`src/sv/fccw_pkg.sv`:
```
// ----------------------------------------------------------------------------
// FAT32 cluster chain walker package
// Shared types, codes and constants of the cluster chain sector walker.
// ----------------------------------------------------------------------------
package fccw_pkg;

  localparam logic [7:0]  MAX_CLUSTER_SECTORS  = 8'd128;
  localparam int unsigned FAT_WORDS_PER_SECTOR = 128;
  localparam int unsigned WORD_IDX_W           = $clog2(FAT_WORDS_PER_SECTOR);
  localparam int unsigned FAT_IDX_W            = 28 - WORD_IDX_W;

  localparam logic [27:0] EOC_MIN      = 28'hffffff8;
  localparam logic [27:0] BAD_MARK     = 28'hffffff7;
  localparam logic [27:0] MIN_CLUSTER  = 28'h0000002;
  localparam logic [31:0] CLUSTER_BASE = 32'h00000002;

  localparam int unsigned S_TDATA_W = 128;
  localparam int unsigned M_TDATA_W = 120;

  typedef enum logic [2:0] {
    OP_OPEN   = 3'd0,
    OP_READ   = 3'd1,
    OP_SEEK   = 3'd2,
    OP_REPLY  = 3'd3,
    OP_REWIND = 3'd4,
    OP_SIZE   = 3'd5
  } op_e;

  typedef enum logic [1:0] {
    KIND_READ   = 2'd0,
    KIND_LOOKUP = 2'd1,
    KIND_DONE   = 2'd2
  } kind_e;

  typedef enum logic [1:0] {
    ST_OK      = 2'd0,
    ST_NO_FILE = 2'd1,
    ST_BAD     = 2'd2
  } status_e;

  typedef enum logic [2:0] {
    WAIT_IDLE = 3'b001,
    WAIT_READ = 3'b010,
    WAIT_SEEK = 3'b100
  } wait_e;

  typedef enum logic [1:0] {
    CFG_CLUSTER_SECTORS = 2'd0,
    CFG_FAT_START       = 2'd1,
    CFG_FAT_LENGTH      = 2'd2,
    CFG_DATA_START      = 2'd3
  } cfg_idx_e;

  typedef struct packed {
    logic [7:0]  cluster_sectors;
    logic [31:0] fat_base;
    logic [31:0] fat_length;
    logic [31:0] data_base;
  } cfg_t;

  typedef struct packed {
    logic [27:0] first_cluster;
    logic [27:0] now_cluster;
    logic [7:0]  sector_in_cluster;
    logic [31:0] file_bytes;
    wait_e       mode;
    logic [31:0] sectors_left;
    logic [31:0] sectors_total;
    logic [7:0]  pending_step;
  } st_t;

  typedef struct packed {
    kind_e                 kind;
    status_e               status;
    logic [31:0]           sector_addr;
    logic [7:0]            chunk_sectors;
    logic [WORD_IDX_W-1:0] word_index;
    logic [31:0]           sectors_done;
    logic [31:0]           size_value;
    logic                  last;
  } res_t;

  typedef struct packed {
    res_t       r0;
    res_t       r1;
    logic [1:0] n;
  } step_t;

  function automatic res_t mk_done(status_e st, logic [31:0] done);
    res_t r;
    r              = '0;
    r.kind         = KIND_DONE;
    r.status       = st;
    r.sectors_done = done;
    r.last         = 1'b1;
    return r;
  endfunction

endpackage

```
`src/sv/fccw_step.sv`:
```
// ----------------------------------------------------------------------------
// FAT32 cluster chain walker step logic
// Computes the next file position and up to two results for one request.
// ----------------------------------------------------------------------------
module fccw_step (
  input  logic [2:0]    op_i,
  input  logic [27:0]   open_cluster_num_i,
  input  logic [31:0]   open_bytes_i,
  input  logic [31:0]   sector_count_i,
  input  logic [31:0]   fat_entry_i,
  input  fccw_pkg::cfg_t cfg_i,
  input  fccw_pkg::st_t  st_i,
  output fccw_pkg::st_t  st_o,
  output fccw_pkg::step_t step_o
);
  import fccw_pkg::*;

  logic                 run_go;
  logic                 run_rd;
  logic [27:0]          run_c;
  logic [7:0]           run_s;
  logic [31:0]          run_l;
  logic [31:0]          run_t;
  logic [7:0]           cs;
  logic [7:0]           rem;
  logic [7:0]           chunk;
  logic                 run_zero;
  logic                 run_short;
  logic [31:0]          t_new;
  logic [31:0]          mul;
  logic [31:0]          addr;
  logic                 fat_oob;
  logic [27:0]          entry;
  logic                 in_read;
  res_t                 lk;

  assign cs      = (cfg_i.cluster_sectors > MAX_CLUSTER_SECTORS) ? MAX_CLUSTER_SECTORS
                                                                  : cfg_i.cluster_sectors;
  assign entry   = fat_entry_i[27:0];
  assign in_read = (st_i.mode == WAIT_READ);

  always_comb begin
    st_o   = st_i;
    step_o = '0;
    run_go = 1'b0;
    run_rd = 1'b0;
    run_c  = st_i.now_cluster;
    run_s  = st_i.sector_in_cluster;
    run_l  = st_i.sectors_left;
    run_t  = st_i.sectors_total;

    unique case (op_i)
      OP_OPEN: begin
        st_o.first_cluster     = open_cluster_num_i;
        st_o.file_bytes        = open_bytes_i;
        st_o.now_cluster       = open_cluster_num_i;
        st_o.sector_in_cluster = '0;
        st_o.mode              = WAIT_IDLE;
        step_o.r0              = mk_done(ST_OK, '0);
        step_o.n               = 2'd1;
      end
      OP_READ, OP_SEEK: begin
        if (st_i.first_cluster == '0) begin
          st_o.mode = WAIT_IDLE;
          step_o.r0 = mk_done(ST_NO_FILE, '0);
          step_o.n  = 2'd1;
        end else begin
          st_o.pending_step = '0;
          run_go            = 1'b1;
          run_rd            = (op_i == OP_READ);
          run_l             = sector_count_i;
          run_t             = '0;
        end
      end
      OP_REPLY: begin
        if (st_i.mode != WAIT_IDLE) begin
          if (entry >= EOC_MIN) begin
            st_o.sector_in_cluster = cs;
            if (!in_read) begin
              st_o.sectors_left = '0;
            end
            st_o.mode = WAIT_IDLE;
            step_o.r0 = mk_done(ST_OK, in_read ? st_i.sectors_total : '0);
            step_o.n  = 2'd1;
          end else if (entry < MIN_CLUSTER || entry == BAD_MARK) begin
            st_o.mode = WAIT_IDLE;
            step_o.r0 = mk_done(ST_BAD, in_read ? st_i.sectors_total : '0);
            step_o.n  = 2'd1;
          end else begin
            st_o.now_cluster = entry;
            run_go           = 1'b1;
            run_rd           = in_read;
            run_c            = entry;
            run_s            = '0;
            run_l            = in_read ? st_i.sectors_left
                                       : st_i.sectors_left - {24'd0, st_i.pending_step};
          end
        end
      end
      OP_REWIND: begin
        st_o.now_cluster       = st_i.first_cluster;
        st_o.sector_in_cluster = '0;
        st_o.mode              = WAIT_IDLE;
        step_o.r0              = mk_done(ST_OK, '0);
        step_o.n               = 2'd1;
      end
      OP_SIZE: begin
        if (st_i.first_cluster == '0) begin
          step_o.r0 = mk_done(ST_NO_FILE, '0);
        end else begin
          step_o.r0            = mk_done(ST_OK, '0);
          step_o.r0.size_value = st_i.file_bytes;
        end
        step_o.n = 2'd1;
      end
      default: begin
      end
    endcase

    rem       = cs - run_s;
    run_zero  = (run_l == '0) || (run_s >= cs);
    run_short = run_l < {24'd0, rem};
    chunk     = run_short ? run_l[7:0] : rem;
    t_new     = run_t + {24'd0, chunk};
    mul       = {24'd0, cs} * ({4'd0, run_c} - CLUSTER_BASE);
    addr      = cfg_i.data_base + mul + {24'd0, run_s};
    fat_oob   = {{(32-FAT_IDX_W){1'b0}}, run_c[27:WORD_IDX_W]} >= cfg_i.fat_length;

    lk             = '0;
    lk.kind        = KIND_LOOKUP;
    lk.status      = ST_OK;
    lk.sector_addr = cfg_i.fat_base + {{(32-FAT_IDX_W){1'b0}}, run_c[27:WORD_IDX_W]};
    lk.word_index  = run_c[WORD_IDX_W-1:0];
    lk.last        = 1'b1;

    if (run_go) begin
      st_o.sector_in_cluster = run_s;
      st_o.sectors_left      = run_l;
      st_o.sectors_total     = run_t;
      st_o.mode              = WAIT_IDLE;
      if (run_zero) begin
        step_o.r0 = mk_done(ST_OK, run_rd ? run_t : '0);
        step_o.n  = 2'd1;
      end else if (run_rd) begin
        step_o.r0.kind          = KIND_READ;
        step_o.r0.status        = ST_OK;
        step_o.r0.sector_addr   = addr;
        step_o.r0.chunk_sectors = chunk;
        step_o.n                = 2'd2;
        st_o.sectors_left       = run_l - {24'd0, chunk};
        st_o.sectors_total      = t_new;
        if (run_short) begin
          st_o.sector_in_cluster = run_s + chunk;
          step_o.r1              = mk_done(ST_OK, t_new);
        end else if (fat_oob) begin
          step_o.r1 = mk_done(ST_BAD, t_new);
        end else begin
          step_o.r1 = lk;
          st_o.mode = WAIT_READ;
        end
      end else begin
        step_o.n = 2'd1;
        if (run_short) begin
          st_o.sector_in_cluster = run_s + run_l[7:0];
          st_o.sectors_left      = '0;
          step_o.r0              = mk_done(ST_OK, '0);
        end else begin
          st_o.pending_step = rem;
          if (fat_oob) begin
            step_o.r0 = mk_done(ST_BAD, '0);
          end else begin
            step_o.r0 = lk;
            st_o.mode = WAIT_SEEK;
          end
        end
      end
    end
  end

endmodule

```
`src/sv/fccw_res_fifo.sv`:
```
// ----------------------------------------------------------------------------
// FAT32 cluster chain walker result queue
// Four-entry result queue that takes up to two results per cycle.
// ----------------------------------------------------------------------------
module fccw_res_fifo (
  input  logic             clk_i,
  input  logic             rst_ni,
  input  fccw_pkg::step_t  push_i,
  input  logic             push_en_i,
  input  logic             pop_i,
  output fccw_pkg::res_t   head_o,
  output logic             valid_o,
  output logic [2:0]       count_o
);
  import fccw_pkg::*;

  res_t       mem_q [4];
  logic [1:0] wr_q, wr_d;
  logic [1:0] rd_q, rd_d;
  logic [2:0] cnt_q, cnt_d;
  logic [1:0] n_in;
  logic       do_pop;

  assign n_in    = push_en_i ? push_i.n : 2'd0;
  assign do_pop  = pop_i && (cnt_q != 3'd0);
  assign wr_d    = wr_q + n_in;
  assign rd_d    = rd_q + {1'b0, do_pop};
  assign cnt_d   = cnt_q + {1'b0, n_in} - {2'd0, do_pop};
  assign head_o  = mem_q[rd_q];
  assign valid_o = (cnt_q != 3'd0);
  assign count_o = cnt_q;

  always_ff @(posedge clk_i) begin
    if (n_in != 2'd0) begin
      mem_q[wr_q] <= push_i.r0;
    end
    if (n_in == 2'd2) begin
      mem_q[wr_q + 2'd1] <= push_i.r1;
    end
  end

  always_ff @(posedge clk_i or negedge rst_ni) begin
    if (!rst_ni) begin
      wr_q  <= '0;
      rd_q  <= '0;
      cnt_q <= '0;
    end else begin
      wr_q  <= wr_d;
      rd_q  <= rd_d;
      cnt_q <= cnt_d;
    end
  end

endmodule

```
`src/sv/fat_cluster_chain_sector_walker.sv`:
```
// ----------------------------------------------------------------------------
// FAT32 cluster chain sector walker
// Tracks the position in an open file and issues disk reads and FAT lookups.
// ----------------------------------------------------------------------------
// Usage: the configuration channel writes sectors per cluster, FAT start, FAT
// length and data start while the block is idle; it is always ready. Requests
// enter on the s_axis channel with the operation in tuser and arrive as open,
// read, seek, FAT reply, rewind or size query. Results leave on the m_axis
// channel with the result kind in tuser and tlast on the final result of a
// request. A read that reaches a cluster end gives a disk read and then a FAT
// lookup; the caller answers the lookup with a FAT reply request.
// Throughput: one request per cycle while the result queue has room. A request
// is held in an input register, its results are computed combinationally and
// written to a four-entry result queue, and the first result is valid on m_axis
// once it is in the queue. A request with two results holds the output port for
// both of them, so the output port sets the rate.
// The input stops while the queue holds three or more results, so a stalled
// receiver backs up into s_axis_tready after a few requests.
// Reset closes the file, clears the position and loads the register defaults.
// ----------------------------------------------------------------------------
module fat_cluster_chain_sector_walker (
  input  logic        clk_i,
  input  logic        rst_ni,
  input  logic        cfg_valid_i,
  output logic        cfg_ready_o,
  input  logic [1:0]  cfg_index_i,
  input  logic [31:0] cfg_data_i,
  input  logic        s_axis_tvalid,
  output logic        s_axis_tready,
  // open_cluster_num[27:0], open_bytes[59:28], sector_count[91:60],
  // fat_entry[123:92], zero fill.
  input  logic [fccw_pkg::S_TDATA_W-1:0] s_axis_tdata,
  // op[2:0].
  input  logic [2:0]  s_axis_tuser,
  output logic        m_axis_tvalid,
  input  logic        m_axis_tready,
  // status[1:0], sector_addr[33:2], chunk_sectors[41:34], word_index[48:42],
  // sectors_done[80:49], size_value[112:81], zero fill.
  output logic [fccw_pkg::M_TDATA_W-1:0] m_axis_tdata,
  // kind[1:0].
  output logic [1:0]  m_axis_tuser,
  output logic        m_axis_tlast
);
  import fccw_pkg::*;

  cfg_t        cfg_q;
  st_t         st_q, st_d;
  logic        in_valid_q;
  logic [2:0]  in_op_q;
  logic [123:0] in_data_q;
  step_t       step;
  res_t        head;
  logic        head_valid;
  logic [2:0]  q_count;
  logic        room;
  logic        step_fire;

  assign cfg_ready_o   = 1'b1;
  assign room          = (q_count <= 3'd2);
  assign step_fire     = in_valid_q && room;
  assign s_axis_tready = !in_valid_q || room;

  always_ff @(posedge clk_i or negedge rst_ni) begin
    if (!rst_ni) begin
      cfg_q.cluster_sectors <= 8'd1;
      cfg_q.fat_base        <= '0;
      cfg_q.fat_length      <= 32'd1;
      cfg_q.data_base       <= '0;
    end else if (cfg_valid_i) begin
      unique case (cfg_index_i)
        CFG_CLUSTER_SECTORS: cfg_q.cluster_sectors <= cfg_data_i[7:0];
        CFG_FAT_START:       cfg_q.fat_base        <= cfg_data_i;
        CFG_FAT_LENGTH:      cfg_q.fat_length      <= cfg_data_i;
        CFG_DATA_START:      cfg_q.data_base       <= cfg_data_i;
        default: begin
        end
      endcase
    end
  end

  always_ff @(posedge clk_i or negedge rst_ni) begin
    if (!rst_ni) begin
      in_valid_q <= 1'b0;
    end else if (s_axis_tready) begin
      in_valid_q <= s_axis_tvalid;
    end
  end

  always_ff @(posedge clk_i) begin
    if (s_axis_tready && s_axis_tvalid) begin
      in_op_q   <= s_axis_tuser;
      in_data_q <= s_axis_tdata[123:0];
    end
  end

  fccw_step u_step (
    .op_i               (in_op_q),
    .open_cluster_num_i (in_data_q[27:0]),
    .open_bytes_i       (in_data_q[59:28]),
    .sector_count_i     (in_data_q[91:60]),
    .fat_entry_i        (in_data_q[123:92]),
    .cfg_i              (cfg_q),
    .st_i               (st_q),
    .st_o               (st_d),
    .step_o             (step)
  );

  always_ff @(posedge clk_i or negedge rst_ni) begin
    if (!rst_ni) begin
      st_q.first_cluster     <= '0;
      st_q.now_cluster       <= '0;
      st_q.sector_in_cluster <= '0;
      st_q.file_bytes        <= '0;
      st_q.mode              <= WAIT_IDLE;
      st_q.sectors_left      <= '0;
      st_q.sectors_total     <= '0;
      st_q.pending_step      <= '0;
    end else if (step_fire) begin
      st_q <= st_d;
    end
  end

  fccw_res_fifo u_res_fifo (
    .clk_i     (clk_i),
    .rst_ni    (rst_ni),
    .push_i    (step),
    .push_en_i (step_fire),
    .pop_i     (m_axis_tready),
    .head_o    (head),
    .valid_o   (head_valid),
    .count_o   (q_count)
  );

  assign m_axis_tvalid = head_valid;
  assign m_axis_tuser  = head.kind;
  assign m_axis_tlast  = head.last;
  assign m_axis_tdata  = {7'd0, head.size_value, head.sectors_done, head.word_index,
                          head.chunk_sectors, head.sector_addr, head.status};

  a_queue_bound: assert property (@(posedge clk_i) disable iff (!rst_ni)
    q_count <= 3'd4)
    else $error("result queue overflow");

  a_hold_blocked: assert property (@(posedge clk_i) disable iff (!rst_ni)
    in_valid_q && !room |=> in_valid_q && $stable(in_op_q))
    else $error("blocked request lost");

  a_wait_needs_file: assert property (@(posedge clk_i) disable iff (!rst_ni)
    st_q.mode != WAIT_IDLE |-> st_q.first_cluster != '0)
    else $error("lookup pending without open file");

  a_sector_bound: assert property (@(posedge clk_i) disable iff (!rst_ni)
    st_q.sector_in_cluster <= MAX_CLUSTER_SECTORS)
    else $error("sector position beyond cluster");

  a_read_not_last: assert property (@(posedge clk_i) disable iff (!rst_ni)
    m_axis_tvalid && m_axis_tuser == KIND_READ |-> !m_axis_tlast)
    else $error("disk read marked as final result");

endmodule

```
`config.mk`:
```
export PLATFORM = sky130hd
export DESIGN_NAME = fat_cluster_chain_sector_walker
export DESIGN_NICKNAME = d
export VERILOG_FILES = /design/src/sv/fccw_pkg.sv /design/src/sv/fccw_step.sv /design/src/sv/fccw_res_fifo.sv /design/src/sv/fat_cluster_chain_sector_walker.sv
export SDC_FILE = /design/constraint.sdc
export NUM_CORES = 2
export LEC_CHECK = 0
export BUFFER_PORTS_ARGS = -buffer_cell sky130_fd_sc_hd__buf_2
export CAP_MARGIN = 20
export CORE_MARGIN = 1
export CORE_UTILIZATION = 40
export DETAILED_ROUTE_END_ITERATION = 10
export SLEW_MARGIN = 20
export SYNTH_ARGS = -nofsm -noshare
export SYNTH_HDL_FRONTEND = slang
export SYNTH_SLANG_ARGS = --single-unit
```
`constraint.sdc`:
```
create_clock -name clk_i -period 9.48 [get_ports clk_i]
set_clock_uncertainty 0.15 [all_clocks]
set_input_delay 1.896 -clock clk_i [delete_from_list [all_inputs] [get_ports clk_i]]
set_output_delay 1.896 -clock clk_i [all_outputs]
set_load 0.005 [all_outputs]
```
---- Word level (Yosys, flattened, before mapping) ----
Memory sizes are Yosys's and may differ from the RTL's.
Cells that the tools add are included.
cells by class
  magnitude comparators ................... 7
  multiply operators ...................... 1
  $add $sub $neg .......................... 15
  reductions and logical operators ........ 32
  mux-type cells .......................... 87
  equality and inequality tests ........... 18
operators by type and width
  operator                 count
  $mux W116                11
  $pmux W116 S4            1
  $mux W32                 14
  $mux W234                1
  $mux W75                 2
  $mux W8                  16
  $mux W113                1
  $mux W28                 4
  $pmux W36 S3             1
  $mux W72                 1
  $mux W35                 2
  $add A32 B8 Y32          2
  $pmux W32 S2             1
  $sub A32 B8 Y32          2
  $mux W44                 1
  $mux W36                 1
  $add A32 B21 Y32         1
  $add A32 B32 Y32         1
  $ge A21 B32 Y1           1
  $logic_not A32 Y1        1
  $lt A32 B8 Y1            1
  $mul A8 B32 Y32          1
  $sub A28 B2 Y29 const B  1
  $eq A28 B28 Y1 const B   1
  41 further kinds         91
storage, ports and cells
  RAM bits ................................ 464
  memories kept ........................... 1
  output and inout port bits .............. 126
  flip-flop bits (word level) ............. 406
  logic and storage cells ................. 179
  input port bits ......................... 170
memory list
  name              depth  width  rd ports  clocked after memory_dff  wr ports  line                 RTL
  u_res_fifo.mem_q  4      116    1         0                         2         fccw_res_fifo.sv:17  res_t mem_q [4];

---- Longest topological paths before layout ----
  word-level depth ........................ 19
  mapped depth ............................ 45

---- Modules after synthesis ----
Synthesis repeated with hierarchy kept, for this count alone.
second synthesis, totals
  cells, all modules ...................... 4751
  area total of the unflattened synthesis .. 57800.4 um^2
by module, submodules not included
  module                           cells an instance  area an instance (um^2)  instances
  fccw_res_fifo                    1166               22625.4                  1
  fccw_step                        2860               20623.5                  1
  fat_cluster_chain_sector_walker  725                14551.5                  1

---- Least setup slack after synthesis ----
OpenSTA, ideal clock, no wires.
  kind .................................... register to register
  start ................................... register in_op_q[2]
  end ..................................... memory u_res_fifo.mem_q[1][111] in the netlist's numbering (data pin)
  setup slack ............................. -0.352 ns
  data required time ...................... 9.065 ns
  cell stages (with the launch flop) ...... 38
  period minus slack after synthesis ...... 9.832 ns
  arrival time ............................ 9.416 ns
  setup time .............................. 0.265 ns
  path through ............................ edfxtp_1 > clkbuf_1 > and3b_1 > clkbuf_1 > buf_2 > buf_4 > o21ai_0 > nor3_2 > clkbuf_1 > buf_1 > mux2i_1 > ha_1 > nand2_1 > a21o_1 > xnor2_1 > inv_1 > nand2_1 > fa_1 > (+2 left out) > fa_1 > inv_1 > fa_1 > fa_1 > inv_1 > ha_1 > or4_1 > o21a_1 > nor4_1 > o31ai_1 > a41oi_1 > a31oi_1 > a221o_1 > a21oi_1 > xnor2_1 > xor2_1 > a2bb2oi_1 > o21ai_1
RTL lines
  what                    line                                   RTL
  start, declared         fat_cluster_chain_sector_walker.sv:49  logic [2:0] in_op_q;
  start signal, assigned  fat_cluster_chain_sector_walker.sv:91  in_op_q <= s_axis_tuser;
  end, declared           fccw_res_fifo.sv:17

==> flow_summary.json <==
{
  "status": "finished, final reports clean",
  "ir_drop_uv": 706.5,
  "synthTopCellsByArea": "edfxtp_1, dfrtp_1, fa_1, dfxtp_1, mux4_2",
  "core_area_mm2": 0.1261,
  "setup_viol": 0,
  "die_w_um": 359.1,
  "worst_path_most_repeated_cell": "fa_1",
  "wl_per_cell_um": 23.86,
  "place_congestion": 0.9140,
  "crit_path_max_fanout": 23,
  "nets": 5464,
  "initialDrtViolationCount": 3750,
  "mostFrequentLayoutCell": "edfxtp_1",
  "pre_cts_slack_ns": 0.1659,
  "required_ns": 9.79,
  "hold_buffers": 0,
  "synth_top_family_by_area": "compound AO/OA/AOI/OAI gates",
  "worstPathArrival_ns": 9.34,
  "synth-compound-area-share_pct": 13.78,
  "timing.fmax_ghz": 0.1106,
  "start_util_pct": 40.46,
  "timing.final.ws_setup_ns": 0.4424,
  "ys_warn_count": 0,
  "utilization_pct": 46.21,
  "final_cell_mix": "edfxtp_1, nand2_1, nor2_1",
  "maxSlewViolCount": 0,
  "clock_latency_ns": 0.75,
  "synthAdderAreaFrac_pct": 12.00,
  "vias": 38620,
  "holdPathStages": 2,
  "ys_types": 101,
  "fin_crit_sh_pct": 95.33,
  "viasPerCell": 5.794,
  "totalWireLength_um": 159000,
  "final_hold_viol_count": 0,
  "synth_async_sr_flop_share_pct": 32.53,
  "hpwl_um": 111800,
  "area_growth_pct": 14.20,
  "rsz0062_at_grt": "no",
  "synth_edf_count": 423,
  "die_area_mm2": 0.1290,
  "synth_xor_xnor_area_share_pct": 2.845,
  "cts_tree": "done",
  "synth_seq_area_share_pct": 45.23,
  "synthFlopType": "edfxtp_1",
  "rr_worst_depth": 31,
  "cts-root-buf": "clkbuf_16",
  "grt_first_pass_wirelength_um": 241500,
  "synth-simple-area-share_pct": 11.83,
  "grt_max_degree": 99,
  "drive_gt1_share_pct": 19.95,
  "worst_setup_path_end_kind": "flop",
  "clock_sinks": 870,
  "pin_count": 296,
  "overflow": 0,
  "crit_slowest_cell": "edfxtp_1",
  "antenna_found_initial": 6,
  "clk_path_buf_depth": 3,
  "tns_ns": 0,
  "grt_pass1_vias": 38590,
  "drc_errors": 0,
  "netlist_area_mm2": 0.05101,
  "slew_headroom_pct": 20.46,
  "synth.area.mux_share_pct": 9.856,
  "min_period_ns": 9.038,
  "holdCritPathClass": "flop to flop",
  "synthCells": 4644,
  "synth_top_area_share_pct": 24.90,
  "worst_pin_slew_ns": 1.189,
  "powerDensity_mw_per_mm2": 442.9,
  "cap_violations": 0,
  "crit_path_max_incr_delay_ns": 0.56,
  "crit_type": "flop to flop",
  "htree_num_levels": 3,
  "first_pass_iters": 6,
  "antenna_left": 0,
  "synth.largest_area_cell": "edfxtp_1",
  "rows": 130,
  "fp.dieH_um": 359.1,
  "synth-seq-cells": 870,
  "worstSetupStartpointType": "flop",
  "grt_util_all_layers_pct": 24.41,
  "clk_pin_slew_ns": 0.06,
  "cts_buffers": 102,
  "io_buffers": 279,
  "avgSynthCellArea_um2": 10.98,
  "leakagePower_nw": 23.56
}
==> through the flow <==
| step | instances | cell area (um2) | total power, W | hold WS (ns) |
|---|---|---|---|---|
| 5_1_grt | 6662 | 58240 | 0.02783 | 0.3249 |
| 4_1_cts | 6658 | 58160 | 0.02571 | 0.3036 |
| 3_3_place_gp | 6465 | 54750 | 0.02143 | 0.2805 |
| 2_1_floorplan | 4650 | 51070 | 0.01658 | 0.2698 |
| 6_report | 6666 | 58250 | 0.02580 | 0.3015 |
| 3_5_place_dp | 6466 | 54770 | 0.02162 | 0.2894 |
==> timing repair <==
item	4_1_cts	5_1_grt
resized for setup	0	13
setup endpoints to repair	0	97
setup buffers	0	2
==> layer usage <==
metal / global-route usage (%) / share of wire (%) / vias up
li1: - / - / 17530
met1: 32.92 / 43 / 19340
met2: 40.03 / 47 / 1496
met3: 4.131 / 7.1 / 250
met4: 7.565 / 2.8 / 4
met5: 0 / 0.014 / -
==> flip-flops by register name, summed over array words and instances (netlist names) <==
signal	cells
in_op_q	3
cfg_q	104
in_valid_q	1
u_res_fifo.count_o	3
u_res_fifo.wr_q	2
u_res_fifo.rd_q	2
st_q	171
u_res_fifo.mem_q	464
in_data_q	120
==> power breakdown <==
| part | internal (W) | switching, W |
|---|---|---|
| clock | 0.00226 | 0.00170 |
| combinational | 0.00665 | 0.00964 |
| sequential | 0.00490 | 0.000650 |
| total | 0.0138 | 0.0120 |
==> kinds of logic (layout without fill, tap and decap cells) <==
| kind of cell | count (synthesis) | in the layout |
|---|---|---|
| and+or+nand+nor | 1271 | 1271 |
| AOI/OAI and AO/OA | 1066 | 1066 |
| DFF | 870 | 870 |
| buffers and inverters | 565 | 927 |
| adders and majority gates | 370 | 370 |
| muxes | 336 | 336 |
| xor gates and xnor gates | 164 | 164 |
| other | 2 | 12 |
==> cell usage after synthesis, drive strengths merged (164+ instances only) <==
master and number:
mux2 170, edfxtp 423, clkbuf 171, dfrtp 280
nand3 206, o21ai 342, dfxtp 164, a21oi 168
nor2 305, ha 171, inv 282, nand2 411
fa 199
==> area by class of cell <==
type | count | area (um2)
fill | 11660 | 67800
multi-input combinational | 3215 | 25920
sequential | 870 | 23080
clock buffer | 138 | 2884
timing repair buffer | 451 | 2718
tap | 1650 | 2064
inverter | 284 | 1071
clock inverter | 54 | 504.2
antenna | 4 | 10.01
==> worst max-delay path: cells and delay by family, from the launching register on <==
kind                     cells  cell delay (ns)
buffers and inverters        7             0.92
AO/OA/AOI/OAI                8             1.55
adder cells (fa/ha/maj)      6             2.76
XOR/XNOR                     3             0.61
flip-flops                   1             0.56
AND/OR/NAND/NOR              7             2.17
==> path summary, 6_finish.rpt <==
path,from,endpoint,slack [ns]
max,in_op_q[2]$_DFFE_PP_,u_res_fifo.mem_q[2][111]$_DFFE_PP_,0.44
min,u_res_fifo.mem_q[2][77]$_SDFFE_PP0P_,u_res_fifo.mem_q[2][77]$_SDFFE_PP0P_,0.30
max reg2reg,in_op_q[2]$_DFFE_PP_,u_res_fifo.mem_q[2][111]$_DFFE_PP_,0.44
min reg2reg,u_res_fifo.mem_q[2][77]$_SDFFE_PP0P_,u_res_fifo.mem_q[2][77]$_SDFFE_PP0P_,0.30
max in group asynchronous,rst_ni,st_q[158]$_DFFE_PN0P_,6.84
min in group asynchronous,rst_ni,cfg_q[87]$_DFFE_PN0P_,1.01
Power figures use the tool's default switching activity.
